File: config.mk
export PLATFORM = sky130hd
export DESIGN_NAME = calibrated_color_anomaly_detector
export DESIGN_NICKNAME = d
export VERILOG_FILES = /design/src/hw/rtl/cca_pkg.sv /design/src/hw/rtl/cca_div.sv /design/src/hw/rtl/cca_ctrl.sv /design/src/hw/rtl/cca_dp.sv /design/src/hw/rtl/calibrated_color_anomaly_detector.sv
export SDC_FILE = /design/constraint.sdc
export NUM_CORES = 2
export LEC_CHECK = 0
export BUFFER_PORTS_ARGS = -buffer_cell sky130_fd_sc_hd__buf_4
export CORE_ASPECT_RATIO = 0.6
export CORE_MARGIN = 1.5
export CORE_UTILIZATION = 34
export DETAILED_ROUTE_END_ITERATION = 10
export HOLD_SLACK_MARGIN = 0.1
export SYNTH_ARGS = -nofsm -noshare
export SYNTH_HDL_FRONTEND = slang
export SYNTH_SLANG_ARGS = --single-unit
File: constraint.sdc
create_clock -name i_clk -period 14.5 [get_ports i_clk]
set_input_delay 3.625 -clock i_clk [delete_from_list [all_inputs] [get_ports i_clk]]
set_output_delay 3.625 -clock i_clk [all_outputs]
set_load 0.1 [all_outputs]
File: src/hw/rtl/cca_pkg.sv
// Shared types, codes and constants of the calibrated color anomaly detector.
// Holds the LED reference tables and the controller/datapath command words.
// No dependencies.
`default_nettype none

package cca_pkg;

    // Field widths
    localparam int POS_W    = 4;
    localparam int LEVEL_W  = 16;
    localparam int LED_W    = 8;
    localparam int CNT_W    = 4;
    localparam int CAL_W    = 8;
    localparam int MARGIN_W = 16;
    localparam int REF_W    = 12;
    // Remainder width of the LED divider: 255 * ref stays below 2^20
    localparam int REM_W    = 20;

    // Stream word widths
    localparam int IN_TDATA_W  = 56;
    localparam int IN_TUSER_W  = 1;
    localparam int OUT_TDATA_W = 24;
    localparam int OUT_TUSER_W = 3;

    // Configuration port
    localparam int CFG_AW = 2;
    localparam int CFG_DW = 16;
    localparam logic [CFG_AW-1:0] CFG_CALIB       = 2'd0;
    localparam logic [CFG_AW-1:0] CFG_LOW_MARGIN  = 2'd1;
    localparam logic [CFG_AW-1:0] CFG_HIGH_MARGIN = 2'd2;
    localparam logic [CFG_AW-1:0] CFG_CONFIRM     = 2'd3;

    // Register reset values
    localparam logic [CAL_W-1:0]    CALIB_RST   = 8'd151;
    localparam logic [MARGIN_W-1:0] LOW_RST     = 16'd15;
    localparam logic [MARGIN_W-1:0] HIGH_RST    = 16'd25;
    localparam logic [CNT_W-1:0]    CONFIRM_RST = 4'd3;

    // Command codes
    localparam logic CMD_SAMPLE = 1'b0;
    localparam logic CMD_REARM  = 1'b1;

    // Misc constants
    localparam logic [CNT_W-1:0] OUTLIER_MAX = 4'd15;
    localparam logic [CNT_W-1:0] CONFIRM_MIN = 4'd1;
    localparam logic [LED_W-1:0] LED_FULL    = 8'd255;
    localparam logic [POS_W-1:0] LED_LAST    = 4'd10;
    localparam int               LED_TABLE_LEN = 11;
    localparam int               DIV_STEPS   = 8;

    // Channel select codes
    typedef logic [1:0] t_chan;
    localparam t_chan CH_RED   = 2'd0;
    localparam t_chan CH_GREEN = 2'd1;
    localparam t_chan CH_BLUE  = 2'd2;

    // LED full-scale reference per position
    localparam logic [REF_W-1:0] LED_REF_RED [LED_TABLE_LEN] = '{
        12'd610, 12'd811, 12'd1153, 12'd1753, 12'd1983, 12'd2143,
        12'd2248, 12'd2299, 12'd2232, 12'd1913, 12'd1327};
    localparam logic [REF_W-1:0] LED_REF_GREEN [LED_TABLE_LEN] = '{
        12'd704, 12'd946, 12'd1343, 12'd2175, 12'd2537, 12'd2805,
        12'd2987, 12'd3082, 12'd2949, 12'd2407, 12'd1595};
    localparam logic [REF_W-1:0] LED_REF_BLUE [LED_TABLE_LEN] = '{
        12'd601, 12'd837, 12'd1215, 12'd1921, 12'd2237, 12'd2470,
        12'd2628, 12'd2711, 12'd2597, 12'd2124, 12'd1411};

    // Reference lookup; positions past the table use its last entry
    function automatic logic [REF_W-1:0] led_ref(input t_chan ch, input logic [POS_W-1:0] pos);
        logic [POS_W-1:0] idx;
        logic [REF_W-1:0] res;
        idx = (pos > LED_LAST) ? LED_LAST : pos;
        case (ch)
            CH_RED:   res = LED_REF_RED[idx];
            CH_GREEN: res = LED_REF_GREEN[idx];
            default:  res = LED_REF_BLUE[idx];
        endcase
        return res;
    endfunction

    // Controller to datapath commands
    typedef struct packed {
        logic  load_in;
        logic  rd_mem;
        logic  eval;
        logic  div_init;
        logic  div_step;
        logic  div_store;
        t_chan chan;
        logic  out_load;
    } t_cmd;

    // Datapath to controller status
    typedef struct packed {
        logic hit;
        logic out_free;
    } t_status;

endpackage

`default_nettype wire

File: src/hw/rtl/cca_div.sv
// Shared LED level divider: 255 - ceil(v*255/ref), saturated at zero.
// Restoring division, one quotient bit per step. Uses cca_pkg.
`default_nettype none

module cca_div
    import cca_pkg::*;
#(
    parameter int SAMPLE_BITS = 16
) (
    input  wire logic                   i_clk,
    input  wire logic                   i_init,
    input  wire logic                   i_step,
    input  wire logic [SAMPLE_BITS-1:0] i_level,
    input  wire logic [REF_W-1:0]       i_ref,
    output logic      [LED_W-1:0]       o_led
);

    // Numerator v*255 + ref - 1 needs SAMPLE_BITS + 9 bits
    localparam int NUM_W = SAMPLE_BITS + LED_W + 1;
    localparam int CW    = (NUM_W > REM_W) ? NUM_W : REM_W;

    logic [CW-1:0]     w_num;
    logic [CW-1:0]     w_lim;
    logic [REM_W-1:0]  r_rem;
    logic [REM_W-1:0]  r_den;
    logic [LED_W-1:0]  r_q;
    logic              r_sat;

    // Ceiling numerator and saturation limit, shifts and adds only
    assign w_num = (CW'(i_level) << LED_W) - CW'(i_level) + CW'(i_ref) - CW'(1);
    assign w_lim = (CW'(i_ref) << LED_W) - CW'(i_ref);

    // One quotient bit per step, divisor walks down from ref << 7
    always_ff @(posedge i_clk) begin
        if (i_init) begin
            r_sat <= (w_num >= w_lim);
            r_rem <= w_num[REM_W-1:0];
            r_den <= REM_W'(i_ref) << (DIV_STEPS - 1);
            r_q   <= '0;
        end else if (i_step) begin
            if (r_rem >= r_den) begin
                r_rem <= r_rem - r_den;
                r_q   <= {r_q[LED_W-2:0], 1'b1};
            end else begin
                r_q   <= {r_q[LED_W-2:0], 1'b0};
            end
            r_den <= r_den >> 1;
        end
    end

    assign o_led = r_sat ? '0 : (LED_FULL - r_q);

endmodule

`default_nettype wire

File: src/hw/rtl/cca_ctrl.sv
// Sequencer of the anomaly detector: accept, range read, evaluate,
// three LED divisions on a find, then hand-off to the output register. Uses cca_pkg.
`default_nettype none

module cca_ctrl
    import cca_pkg::*;
(
    input  wire logic    i_clk,
    input  wire logic    i_rst_n,
    input  wire logic    i_in_valid,
    output logic         o_in_ready,
    input  wire t_status i_status,
    output t_cmd         o_cmd
);

    localparam int STEP_W = $clog2(DIV_STEPS);

    typedef enum logic [6:0] {
        S_IDLE   = 7'b0000001,
        S_READ   = 7'b0000010,
        S_EVAL   = 7'b0000100,
        S_DINIT  = 7'b0001000,
        S_DSTEP  = 7'b0010000,
        S_DSTORE = 7'b0100000,
        S_RESULT = 7'b1000000
    } t_state;

    t_state            r_state, n_state;
    t_chan             r_chan, n_chan;
    logic [STEP_W-1:0] r_step, n_step;

    // State, channel and step counters
    always_ff @(posedge i_clk) begin
        if (!i_rst_n) begin
            r_state <= S_IDLE;
            r_chan  <= CH_RED;
            r_step  <= '0;
        end else begin
            r_state <= n_state;
            r_chan  <= n_chan;
            r_step  <= n_step;
        end
    end

    // Next state and command decode
    always_comb begin
        n_state = r_state;
        n_chan  = r_chan;
        n_step  = r_step;
        o_cmd   = '0;
        o_cmd.chan = r_chan;
        o_in_ready = 1'b0;
        case (r_state)
            S_IDLE: begin
                o_in_ready = 1'b1;
                if (i_in_valid) begin
                    o_cmd.load_in = 1'b1;
                    n_state = S_READ;
                end
            end
            S_READ: begin
                o_cmd.rd_mem = 1'b1;
                n_state = S_EVAL;
            end
            S_EVAL: begin
                o_cmd.eval = 1'b1;
                n_chan = CH_RED;
                n_state = i_status.hit ? S_DINIT : S_RESULT;
            end
            S_DINIT: begin
                o_cmd.div_init = 1'b1;
                n_step = '0;
                n_state = S_DSTEP;
            end
            S_DSTEP: begin
                o_cmd.div_step = 1'b1;
                n_step = r_step + STEP_W'(1);
                if (r_step == STEP_W'(DIV_STEPS - 1)) begin
                    n_state = S_DSTORE;
                end
            end
            S_DSTORE: begin
                o_cmd.div_store = 1'b1;
                if (r_chan == CH_BLUE) begin
                    n_state = S_RESULT;
                end else begin
                    n_chan = r_chan + t_chan'(1);
                    n_state = S_DINIT;
                end
            end
            S_RESULT: begin
                if (i_status.out_free) begin
                    o_cmd.out_load = 1'b1;
                    n_state = S_IDLE;
                end
            end
            default: begin
                n_state = S_IDLE;
            end
        endcase
    end

endmodule

`default_nettype wire

File: src/hw/rtl/cca_dp.sv
// Datapath of the anomaly detector: configuration registers, per-position
// range memory, in-range test, counters, LED divider and output register.
// Uses cca_pkg and cca_div.
`default_nettype none

module cca_dp
    import cca_pkg::*;
#(
    parameter int NUM_POSITIONS = 11,
    parameter int SAMPLE_BITS   = 16
) (
    input  wire logic                   i_clk,
    input  wire logic                   i_rst_n,
    // configuration
    input  wire logic                   i_cfg_we,
    input  wire logic [CFG_AW-1:0]      i_cfg_addr,
    input  wire logic [CFG_DW-1:0]      i_cfg_data,
    // input word
    input  wire logic [IN_TDATA_W-1:0]  i_in_data,
    input  wire logic [IN_TUSER_W-1:0]  i_in_user,
    // output word
    output logic                        o_out_valid,
    input  wire logic                   i_out_ready,
    output logic      [OUT_TDATA_W-1:0] o_out_data,
    output logic      [OUT_TUSER_W-1:0] o_out_user,
    // control
    input  wire t_cmd                   i_cmd,
    output t_status                     o_status
);

    localparam int SB      = SAMPLE_BITS;
    localparam int AW      = (NUM_POSITIONS > 1) ? $clog2(NUM_POSITIONS) : 1;
    localparam int ENTRY_W = 6 * SB;
    localparam int RW      = ((SB > MARGIN_W) ? SB : MARGIN_W) + 1;
    localparam int CMP_W   = 8;

    // Configuration registers
    logic [CAL_W-1:0]    r_cfg_calib;
    logic [MARGIN_W-1:0] r_cfg_low;
    logic [MARGIN_W-1:0] r_cfg_high;
    logic [CNT_W-1:0]    r_cfg_confirm;

    always_ff @(posedge i_clk) begin
        if (!i_rst_n) begin
            r_cfg_calib   <= CALIB_RST;
            r_cfg_low     <= LOW_RST;
            r_cfg_high    <= HIGH_RST;
            r_cfg_confirm <= CONFIRM_RST;
        end else if (i_cfg_we) begin
            case (i_cfg_addr)
                CFG_CALIB:       r_cfg_calib   <= i_cfg_data[CAL_W-1:0];
                CFG_LOW_MARGIN:  r_cfg_low     <= i_cfg_data[MARGIN_W-1:0];
                CFG_HIGH_MARGIN: r_cfg_high    <= i_cfg_data[MARGIN_W-1:0];
                CFG_CONFIRM:     r_cfg_confirm <= i_cfg_data[CNT_W-1:0];
                default: ;
            endcase
        end
    end

    // Input word capture; levels keep their low SAMPLE_BITS bits
    logic              r_cmd;
    logic [POS_W-1:0]  r_pos;
    logic [SB-1:0]     r_lvl [3];

    always_ff @(posedge i_clk) begin
        if (i_cmd.load_in) begin
            r_cmd    <= i_in_user[0];
            r_pos    <= i_in_data[POS_W-1:0];
            r_lvl[0] <= i_in_data[POS_W +: SB];
            r_lvl[1] <= i_in_data[POS_W + LEVEL_W +: SB];
            r_lvl[2] <= i_in_data[POS_W + 2*LEVEL_W +: SB];
        end
    end

    // Range memory address
    logic [POS_W+AW-1:0] w_pos_wide;
    logic [AW-1:0]       w_addr;
    logic                w_pos_ok;

    assign w_pos_wide = {{AW{1'b0}}, r_pos};
    assign w_addr     = w_pos_wide[AW-1:0];
    assign w_pos_ok   = ({{(CMP_W-POS_W){1'b0}}, r_pos} < CMP_W'(NUM_POSITIONS));

    // Range memory: {high blue..red, low blue..red}, registered read
    logic [ENTRY_W-1:0]       mem [NUM_POSITIONS];
    logic [ENTRY_W-1:0]       r_rd;
    logic [ENTRY_W-1:0]       w_wdata;
    logic                     w_we;
    logic [NUM_POSITIONS-1:0] r_valid;
    logic                     r_rd_valid;

    always_ff @(posedge i_clk) begin
        if (i_cmd.eval && w_we) begin
            mem[w_addr] <= w_wdata;
        end
        if (i_cmd.rd_mem) begin
            r_rd       <= mem[w_addr];
            r_rd_valid <= r_valid[w_addr];
        end
    end

    // Entry written marks; unwritten entries read as the reset ranges
    always_ff @(posedge i_clk) begin
        if (!i_rst_n) begin
            r_valid <= '0;
        end else if (i_cmd.eval && w_we) begin
            r_valid[w_addr] <= 1'b1;
        end
    end

    // Per-channel range test and widened ranges
    logic [SB-1:0] w_lo [3];
    logic [SB-1:0] w_hi [3];
    logic [2:0]    w_ok;
    logic          w_in_range;

    always_comb begin
        for (int c = 0; c < 3; c++) begin
            w_lo[c] = r_rd_valid ? r_rd[c*SB +: SB] : {SB{1'b1}};
            w_hi[c] = r_rd_valid ? r_rd[(3+c)*SB +: SB] : {SB{1'b0}};
            w_ok[c] = ((RW'(r_lvl[c]) + RW'(r_cfg_low)) > RW'(w_lo[c]))
                   && (RW'(r_lvl[c]) < (RW'(w_hi[c]) + RW'(r_cfg_high)));
            w_wdata[c*SB +: SB]     = (r_lvl[c] < w_lo[c]) ? r_lvl[c] : w_lo[c];
            w_wdata[(3+c)*SB +: SB] = (r_lvl[c] > w_hi[c]) ? r_lvl[c] : w_hi[c];
        end
    end
    assign w_in_range = &w_ok;

    // Detection state
    logic [CAL_W-1:0] r_calib, n_calib;
    logic [CNT_W-1:0] r_outlier, n_outlier;
    logic             r_detect, n_detect;
    logic [CNT_W-1:0] w_need;
    logic [CNT_W-1:0] w_oc_inc;
    logic             w_calib_act;
    logic             w_hit;

    assign w_need      = (r_cfg_confirm == '0) ? CONFIRM_MIN : r_cfg_confirm;
    assign w_oc_inc    = (r_outlier < OUTLIER_MAX) ? (r_outlier + CNT_W'(1)) : r_outlier;
    assign w_calib_act = (r_calib < r_cfg_calib);

    // Item decision
    always_comb begin
        n_calib   = r_calib;
        n_outlier = r_outlier;
        n_detect  = r_detect;
        w_we      = 1'b0;
        w_hit     = 1'b0;
        if (r_cmd == CMD_REARM) begin
            if (!w_calib_act) begin
                n_detect = 1'b1;
            end
        end else if (w_pos_ok) begin
            if (w_calib_act) begin
                w_we    = 1'b1;
                n_calib = r_calib + CAL_W'(1);
                if (n_calib >= r_cfg_calib) begin
                    n_detect = 1'b1;
                end
            end else if (r_detect) begin
                if (w_in_range) begin
                    n_outlier = '0;
                    w_we      = 1'b1;
                end else if (w_oc_inc >= w_need) begin
                    w_hit     = 1'b1;
                    n_outlier = '0;
                    n_detect  = 1'b0;
                end else begin
                    n_outlier = w_oc_inc;
                end
            end
        end
    end

    always_ff @(posedge i_clk) begin
        if (!i_rst_n) begin
            r_calib   <= '0;
            r_outlier <= '0;
            r_detect  <= 1'b0;
        end else if (i_cmd.eval) begin
            r_calib   <= n_calib;
            r_outlier <= n_outlier;
            r_detect  <= n_detect;
        end
    end

    // LED divider, shared by the three channels
    logic [SB-1:0]    w_div_level;
    logic [REF_W-1:0] w_div_ref;
    logic [LED_W-1:0] w_div_led;

    always_comb begin
        case (i_cmd.chan)
            CH_RED:   w_div_level = r_lvl[0];
            CH_GREEN: w_div_level = r_lvl[1];
            default:  w_div_level = r_lvl[2];
        endcase
    end
    assign w_div_ref = led_ref(i_cmd.chan, r_pos);

    cca_div #(
        .SAMPLE_BITS (SAMPLE_BITS)
    ) u_div (
        .i_clk   (i_clk),
        .i_init  (i_cmd.div_init),
        .i_step  (i_cmd.div_step),
        .i_level (w_div_level),
        .i_ref   (w_div_ref),
        .o_led   (w_div_led)
    );

    // Result fields of the current item
    logic             r_res_found;
    logic             r_res_calib;
    logic             r_res_armed;
    logic [LED_W-1:0] r_led [3];

    always_ff @(posedge i_clk) begin
        if (i_cmd.eval) begin
            r_res_found <= w_hit;
            r_res_calib <= (n_calib < r_cfg_calib);
            r_res_armed <= n_detect;
            r_led[0]    <= '0;
            r_led[1]    <= '0;
            r_led[2]    <= '0;
        end else if (i_cmd.div_store) begin
            case (i_cmd.chan)
                CH_RED:   r_led[0] <= w_div_led;
                CH_GREEN: r_led[1] <= w_div_led;
                default:  r_led[2] <= w_div_led;
            endcase
        end
    end

    // Output register; the next item runs while a word waits here
    logic                   r_out_valid;
    logic [OUT_TDATA_W-1:0] r_out_data;
    logic [OUT_TUSER_W-1:0] r_out_user;

    always_ff @(posedge i_clk) begin
        if (!i_rst_n) begin
            r_out_valid <= 1'b0;
        end else if (i_cmd.out_load) begin
            r_out_valid <= 1'b1;
        end else if (i_out_ready) begin
            r_out_valid <= 1'b0;
        end
    end

    always_ff @(posedge i_clk) begin
        if (i_cmd.out_load) begin
            r_out_data <= {r_led[2], r_led[1], r_led[0]};
            r_out_user <= {r_res_armed, r_res_calib, r_res_found};
        end
    end

    assign o_out_valid       = r_out_valid;
    assign o_out_data        = r_out_data;
    assign o_out_user        = r_out_user;
    assign o_status.hit      = w_hit;
    assign o_status.out_free = !r_out_valid || i_out_ready;

endmodule

`default_nettype wire

File: src/hw/rtl/calibrated_color_anomaly_detector.sv
// Calibrated color anomaly detector, top level. An accepted item passes range
// read and evaluation to the output register; an item that confirms a find
// first runs three LED divisions on the shared 8-step divider.
// One item is in work at a time; an item is accepted while the previous word
// still waits in the output register, and the hand-off waits until it is free.
// Synchronous active-low reset restores register defaults and empty ranges.
`default_nettype none

module calibrated_color_anomaly_detector
    import cca_pkg::*;
#(
    parameter int NUM_POSITIONS = 11,
    parameter int SAMPLE_BITS   = 16
) (
    input  wire logic                   i_clk,
    input  wire logic                   i_rst_n,
    // configuration write port
    input  wire logic                   i_cfg_we,
    input  wire logic [CFG_AW-1:0]      i_cfg_addr,
    input  wire logic [CFG_DW-1:0]      i_cfg_data,
    // input stream
    input  wire logic                   s_axis_tvalid,
    output logic                        s_axis_tready,
    // [3:0] position, [19:4] red_level, [35:20] green_level,
    // [51:36] blue_level, [55:52] zero
    input  wire logic [IN_TDATA_W-1:0]  s_axis_tdata,
    // [0] command
    input  wire logic [IN_TUSER_W-1:0]  s_axis_tuser,
    // output stream
    output logic                        m_axis_tvalid,
    input  wire logic                   m_axis_tready,
    // [7:0] led_red, [15:8] led_green, [23:16] led_blue
    output logic      [OUT_TDATA_W-1:0] m_axis_tdata,
    // [0] found, [1] calibrating, [2] armed
    output logic      [OUT_TUSER_W-1:0] m_axis_tuser
);

    t_cmd    w_cmd;
    t_status w_status;

    cca_ctrl u_ctrl (
        .i_clk      (i_clk),
        .i_rst_n    (i_rst_n),
        .i_in_valid (s_axis_tvalid),
        .o_in_ready (s_axis_tready),
        .i_status   (w_status),
        .o_cmd      (w_cmd)
    );

    cca_dp #(
        .NUM_POSITIONS (NUM_POSITIONS),
        .SAMPLE_BITS   (SAMPLE_BITS)
    ) u_dp (
        .i_clk       (i_clk),
        .i_rst_n     (i_rst_n),
        .i_cfg_we    (i_cfg_we),
        .i_cfg_addr  (i_cfg_addr),
        .i_cfg_data  (i_cfg_data),
        .i_in_data   (s_axis_tdata),
        .i_in_user   (s_axis_tuser),
        .o_out_valid (m_axis_tvalid),
        .i_out_ready (m_axis_tready),
        .o_out_data  (m_axis_tdata),
        .o_out_user  (m_axis_tuser),
        .i_cmd       (w_cmd),
        .o_status    (w_status)
    );

endmodule

`default_nettype wire

# --- After elaboration in Yosys (flattened, before gate mapping) ---
# Memories as Yosys holds them, arrays and structs flattened. A register that Yosys moved wholly into a read port is not among the register bits.
# Index checks and enable logic that the tools add are counted.
classes:
  n_addsub: 16
  n_lt_le_gt_ge: 24
  eq_ne: 17
  muxes: 100
  n_bitwise: 7
  reduce_logical: 25
ops:
  columns: ["cell", "count"]
  rows:
  - ["2-to-1 mux 16 bit", 12]
  - ["adder 16 x 16 -> 17 bit", 6]
  - ["2-to-1 mux 12 bit", 6]
  - ["2-to-1 mux 20 bit", 3]
  - ["2-to-1 mux 8 bit", 7]
  - ["2-to-1 mux 1 bit", 52]
  - ["greater-than comparator 17 x 16 -> 1 bit", 3]
  - ["less-than comparator 16 x 17 -> 1 bit", 3]
  - ["one-hot mux 7 bit (7 select lines)", 1]
  - ["greater-than comparator 16 bit", 3]
  - ["less-than comparator 16 bit", 3]
  - ["2-to-1 mux 19 bit", 2]
  - ["2-to-1 mux 7 bit", 5]
  - ["one-hot mux 16 bit (2 select lines)", 1]
  - ["adder 25 x 12 -> 25 bit", 1]
  - ["greater-or-equal comparator 25 bit", 1]
  - ["subtractor 24 x 16 -> 25 bit", 1]
  - ["subtractor 25 x 1 -> 25 bit (second input constant)", 1]
  - ["one-hot mux 12 bit (2 select lines)", 1]
  - ["subtractor 20 x 12 -> 21 bit", 1]
  - ["greater-or-equal comparator 20 x 19 -> 1 bit", 1]
  - ["2-to-1 mux 4 bit", 5]
  - ["subtractor 20 x 19 -> 20 bit", 1]
  - ["less-than comparator 8 bit", 2]
  - ["43 further kinds", 67]
totals:
  regBits: 141
  ram_bits: 1128
  mem_bits_ro: 576
  input_bits: 80
  output_inout_bits: 29
  word_cells: 219
  n_memories: 6
memory_table:
  columns: ["name", "depth", "word_bits", "read_ports", "rd_clocked_by_memory_dff", "wr", "line_no", "text"]
  rows:
  - ["u_dp.mem", 11, 96, 1, 1, 1, "cca_dp.sv:85", "logic [ENTRY_W-1:0] mem [NUM_POSITIONS];"]
  - ["(no name shown)", 16, 12, 1, 0, 0, "cca_pkg.sv:74", "CH_RED: res = LED_REF_RED[idx];"]
  - ["(no name shown)", 16, 12, 1, 0, 0, "cca_pkg.sv:75", "CH_GREEN: res = LED_REF_GREEN[idx];"]
  - ["(no name shown)", 16, 12, 1, 0, 0, "cca_pkg.sv:76", "default: res = LED_REF_BLUE[idx];"]
  - ["u_dp.r_lvl", 3, 16, 3, 0, 3, "cca_dp.sv:63", "logic [SB-1:0] r_lvl [3];"]
  - ["u_dp.r_led", 3, 8, 3, 3, 3, "cca_dp.sv:216", "logic [LED_W-1:0] r_led [3];"]

# --- Depth between registers and ports, before layout ---
logic_depth:
  depth_word: 13
  ltp_mapped: 33

# --- Modules after synthesis ---
# Synthesis repeated with hierarchy kept, for this count alone.
unflattened:
  hier_cells: 4821
  area_unflattened_um2: 66978.0
by_module_without_submodules:
  columns: ["module", "instances", "cells_each", "area_per_inst_um2", "seq_area_each_um2"]
  rows:
  - ["cca_dp", 1, 4060, 60728.2, 39217.6]
  - ["cca_div", 1, 673, 5539.1, 1291.2]
  - ["cca_ctrl", 1, 88, 710.7, 240.2]

# --- Worst setup path before layout ---
# OpenSTA, ideal clock, no wires.
synth_path:
  path_kind: "reg-to-reg"
  startpoint: "register u_dp.r_rd_valid"
  endpoint: "memory u_dp.mem[7][0] (netlist name) (enable)"
  setup_time_ns: 0.820
  t_arrival_ns: 14.081
  required_time_ns: 13.680
  path_slack_ns: -0.401
  path_stages_with_launch: 20
  n_path_buf: 2
  path_cell_list: "edfxtp_1 > clkbuf_1 > clkbuf_1 > nand2_1 > inv_1 > ha_1 > nor2b_1 > o21a_1 > o21a_1 > o21ai_0 > a21boi_0 > o21a_1 > o21a_1 > o311a_1 > ha_1 > a2111oi_0 > o21ai_0 > a31o_4 > o31a_1 > nor4b_1"
synth_between:
  elab_chain_len: 13
synth_lines:
  columns: ["element", "line_no", "text"]
  rows:
  - ["start, declared", "cca_dp.sv:90", "logic r_rd_valid;"]
  - ["start signal, assigned", "cca_dp.sv:98", "r_rd_valid <= r_valid[w_addr];"]
  - ["2-to-1 mux 16 bit", "cca_dp.sv:120", "w_hi[c] = r_rd_valid ? r_rd[(3+c)*SB +: SB] : {SB{1'b0}};"]
  - ["adder 16 x 16 -> 17 bit", "cca_dp.sv:122", "&& (RW'(r_lvl[c]) < (RW'(w_hi[c]) + RW'(r_cfg_high)));"]
  - ["less-than comparator 16 x 17 -> 1 bit", "cca_dp.sv:122", null]
  - ["logical AND 1 bit", "cca_dp.sv:122", null]
  - ["AND reduction 3 bit (*)", "cca_dp.sv:127", "assign w_in_range = &w_ok;"]
  - ["2-to-1 mux 1 bit (*)", "cca_dp.sv:161", "if (w_in_range) begin"]
  - ["2-to-1 mux 1 bit (*)", "cca_dp.sv:160", "end else if (r_detect) begin"]
  - ["2-to-1 mux 1 bit (*)", "cca_dp.sv:154", "if (w_calib_act) begin"]
  - ["2-to-1 mux 1 bit (*)", "cca_dp.sv:153", "end else if (w_pos_ok) begin"]
  - ["2-to-1 mux 1 bit (*)", "cca_dp.sv:149", "if (r_cmd == CMD_REARM) begin"]
  - ["logical AND 1 bit (*)", "cca_dp.sv:93", "if (i_cmd.eval && w_we) begin"]
  - ["2-to-1 mux 1 bit (*)", "cca_dp.sv:93", null]
  - ["2-to-1 mux 1 bit (not written as such) (*)", "cca_dp.sv:94", "mem[w_addr] <= w_wdata;"]
  - ["end, declared", "cca_dp.sv:85", null]
# Mark *: on every way between the ends. The rest lies on a longest branch, timed or not.

# --- Worst setup path after layout ---
layout_path:
  startpoint: "register u_dp.r_pos[0]"
  endpoint: "register u_dp.u_div.r_sat, data pin"
layout_between:
  elab_chain_len: 10
layout_lines:
  columns: ["element", "line_no", "text"]
  rows:
  - ["start, declared", "cca_dp.sv:62", "logic [POS_W-1:0] r_pos;"]
  - ["start signal, assigned", "cca_dp.sv:68", "r_pos <= i_in_data[POS_W-1:0];"]
  - ["greater-than comparator 4 bit", "cca_pkg.sv:72", "idx = (pos > LED_LAST) ? LED_LAST : pos;"]
  - ["2-to-1 mux 4 bit (*)", "cca_pkg.sv:72", null]
  - ["NOT 4 -> 5 bit (not written as such) (*)", "cca_pkg.sv:74, cca_pkg.sv:75, cca_pkg.sv:76", null]
  - ["memory read (16 x 12 bit) (on tied branches)", null, null]
  - ["2-to-1 mux 12 bit (on tied branches) (2 in a row)", "cca_pkg.sv:76, cca_pkg.sv:74, cca_pkg.sv:75", null]
  - ["one-hot mux 12 bit (2 select lines) (*)", "cca_pkg.sv:73", "case (ch)"]
  - ["adder 25 x 12 -> 25 bit", "cca_div.sv:30", "assign w_num = (CW'(i_level) << LED_W) - CW'(i_level) + CW'(i_ref) - CW'(1);"]
  - ["subtractor 25 x 1 -> 25 bit", "cca_div.sv:30", null]
  - ["greater-or-equal comparator 25 bit (*)", "cca_div.sv:36", "r_sat <= (w_num >= w_lim);"]
  - ["end signal, assigned", "cca_div.sv:36", null]
  - ["end, declared", "cca_div.sv:27", "logic r_sat;"]
# Mark *: on every way between the ends. The rest lies on a longest branch, timed or not. The select of a mux whose other input is x is not followed.
# A chain may end at the register's enable or synchronous reset.

==> impl_results.md <==
* Fin. Hold Viols at 0
* Routed wire length at 180.2 mm
* Layout cell share with drive strength beyond 1 at 0.1240
* DRC viols at 0
* FP Rows at 125
* Mean Syn Cell Area at 14.04 um^2
* Worst setup margin at 6.209 ns
* Cell family with the largest share of critical-path delay: compound AO/OA/AOI/OAI gates
* Crit path from: u_dp.r_pos[0]
* Post-synthesis cell area at 66,680 um^2
* CP arrival at 8.76 ns
* Startpoint Class: register
* Area contributors post-synth: edfxtp_1 58%, ha_1 7.6%, mux4_2 6.6%
* Reg2reg start: u_dp.r_pos[0]
* Main flop type after synthesis: edfxtp_1
* Cell count after synthesis at 4,751
* Number of global-route vias before repair at 38,625
* Synth Register Bits at 1,389
* Largest net degree at the start of global routing at 168
* H-Tree Depth at 3
* CTS buffer count at 117
* DR WL met3 at 15.53 mm
* Hold_buf cts at 0
* Cell accounting for the most synthesized area: edfxtp_1
* Worst-path clk slew at 0.07 ns
* Routed wire per std cell at 23.90 um
* Metal1 wirelength at 89.69 mm
* Unrepaired setup endpoints after global routing: false
* I/O pin cnt at 109
* Slew Viols, Final at 0
* Distinct cells, synth at 87
* Setup total negative slack at 0 ns
* Post-layout min period at 8.291 ns
* Final Cycle Share at 0.5718
* Critical path class: reg2reg
* Slowest stage delay, CP at 1.01 ns
* Clock latency on the worst-skew pair at 0.74 ns
* Sequential share of the synthesized area at 0.6111
* Outcome: finished clean
* Final HPWL DP at 112.0 mm
* Fmax at 0.1206 GHz
* Critical path's slowest cell: a222oi_1
* Layout area overhead at 11.92%
* Via/cell ratio at 5.391
* Chip width at 574.7 um
* Initial DRC Count at 4,512
* GP Congestion at 0.8922
* Deepest clock path buffer count at 3
* CP bufs+invs at 2
* YS warnings at 0
* Drt pass-1 iters at 5
* DR top layer: met4
* CP Max Fanout at 45
* Starting Density at 0.3433
* Initial antenna violation count at 4
* Startpoint of the worst hold path: u_dp.r_led[0][21]
* Routed Antenna Nets at 0
* Setup Viol. Count Final at 0
* CTS tree: yes
* First-pass GRT wire length at 263.2 mm
* # clock sinks at 1,389
* Number of I/O port buffers at 104
* PwrDens at 128.6 nW/um^2
* Slew HR at 0.1143
* Core box area at 194,200 um^2
* Maximum vdd drop at 0.00009669 V
* Synthesized Nets at 5,249
* Number of synthesized flops with an enable pin at 1,293
* Total grt overflow at 0
* Via count at 40,651
* Crit. End Element: register
* Die Footprint at 198,900 um^2
* Dpl ws at 6.384 ns
* DR WL met2 at 71.94 mm
* Critical Path RT at 14.97 ns
* Die height at 346.0 um
* Clk_skew at 0.04733 ns
* Area fraction of the dominant cell type after synthesis at 0.5823
* Worst-Margin Slew at 1.329 ns
* Final net count at 5,335
* Number of max-cap violations at 0
* Leakage at 0.02736 uW
* Tot GR Track Use at 0.1778
* CTS root buf: clkbuf_16
* Asr flop ratio synth at 0
* Cts repair resizes at 0
* Worst hold path type: reg2reg
* Post-CTS setup buffers at 0
* Most used cell, CP: ha_1
kinds of logic (layout without fill, tap and decap cells):
kind of cell             count (synthesis)  count (layout)  synth area share
other                                    0               2                 0
AND/OR/NAND/NOR                       1012            1012           0.07083
AO/OA/AOI/OAI                          902             902           0.08564
XOR/XNOR                               143             143           0.01878
buffers and inverters                  390             575           0.02265
flip-flops                            1389            1389            0.6111
adder cells (fa/ha/maj)                418             418           0.07978
multiplexers                           497             497            0.1112
metrics by stage:
step	instances	hold WS, ns	total power, uW	util	cell area, um^2
5_1_grt	7540	0.4258	9976	0.3842	74630
4_1_cts	7539	0.4000	9641	0.3842	74630
3_3_place_gp	7321	0.4009	6281	0.3636	70620
3_5_place_dp	7321	0.4045	6320	0.3636	70620
6_report	7541	0.4089	9600	0.3842	74630
2_1_floorplan	4751	0.4003	5807	-	66690
final cells by class:
type | instances | area [um^2]
Antenna cell | 2 | 5.005
Clock buffer | 127 | 2965
Clock inverter | 91 | 1039
Fill cell | 18059 | 119600
Inverter | 206 | 773.2
Multi-Input combinational cell | 2972 | 24530
Sequential cell | 1389 | 40750
Tap cell | 2603 | 3257
Timing Repair Buffer | 151 | 1309
synthesized netlist by cell type (all sizes together), types with 27 or more instances:
library cell / number
mux4: 194
nand2b: 41
nand2: 452
ha: 406
a21oi: 168
o21a: 56
o21ai: 327
a21o: 71
o22ai: 35
nor3: 60
clkbuf: 125
and3: 28
edfxtp: 1293
xor2: 56
a21boi: 45
buf: 59
mux2i: 291
nand4: 27
inv: 206
xnor2: 87
dfxtp: 96
nor2b: 89
nand3: 64
nor2: 163
cell usage in the layout (no fill, tap or decap), drive strengths merged, types with 15 or more instances in the layout:
cell	Yosys	routed
buf	59	151
o21ai	327	327
nand2b	41	41
ha	406	406
mux2i	291	291
a21boi	45	45
a21oi	168	168
nor2b	89	89
dfxtp	96	96
a31o	17	17
and2	19	19
nand3	64	64
or3	15	15
bufinv	0	19
edfxtp	1293	1293
a211oi	24	24
nand2	452	452
o21bai	19	19
nand4	27	27
nor2	163	163
o22ai	35	35
nor3	60	60
o211ai	24	24
clkinv	0	53
a21o	71	71
a22o	19	19
inv	206	215
xnor2	87	87
xor2	56	56
o21a	56	56
mux4	194	194
clkbuf	125	127
and3	28	28
routing by layer:
metal / GRT usage / up-vias
met5: 0 / -
met4: 0.03365 / 0
met3: 0.03226 / 172
met2: 0.2407 / 1515
met1: 0.2905 / 20617
li1: - / 18347
sequential cells by signal, summed over array words and instances (netlist names), 11 cells and up:
register	cells
u_dp.u_div.r_rem	20
m_axis_tdata	24
u_dp.r_rd	96
u_dp.r_led	24
u_dp.r_cfg_low	16
u_dp.r_lvl	48
u_dp.r_valid	11
u_dp.u_div.r_den	19
u_dp.r_cfg_high	16
u_dp.mem	1056
path summary, 6_finish.rpt:
path	endpoint	slack [ns]	cells past startpoint
worst max-delay path	u_dp.u_div.r_sat	6.21	27
worst min-delay path	m_axis_tdata[21]	0.41	0
worst max register to register	u_dp.u_div.r_sat	6.21	27
worst min register to register	m_axis_tdata[21]	0.41	0
where the power goes:
group          switching, uW  internal, uW  total [uW]
logic                   1020           614        1630
clock network           1510          1830        3340
registers               79.9          4550        4630
Power figures use the tool's default switching activity.
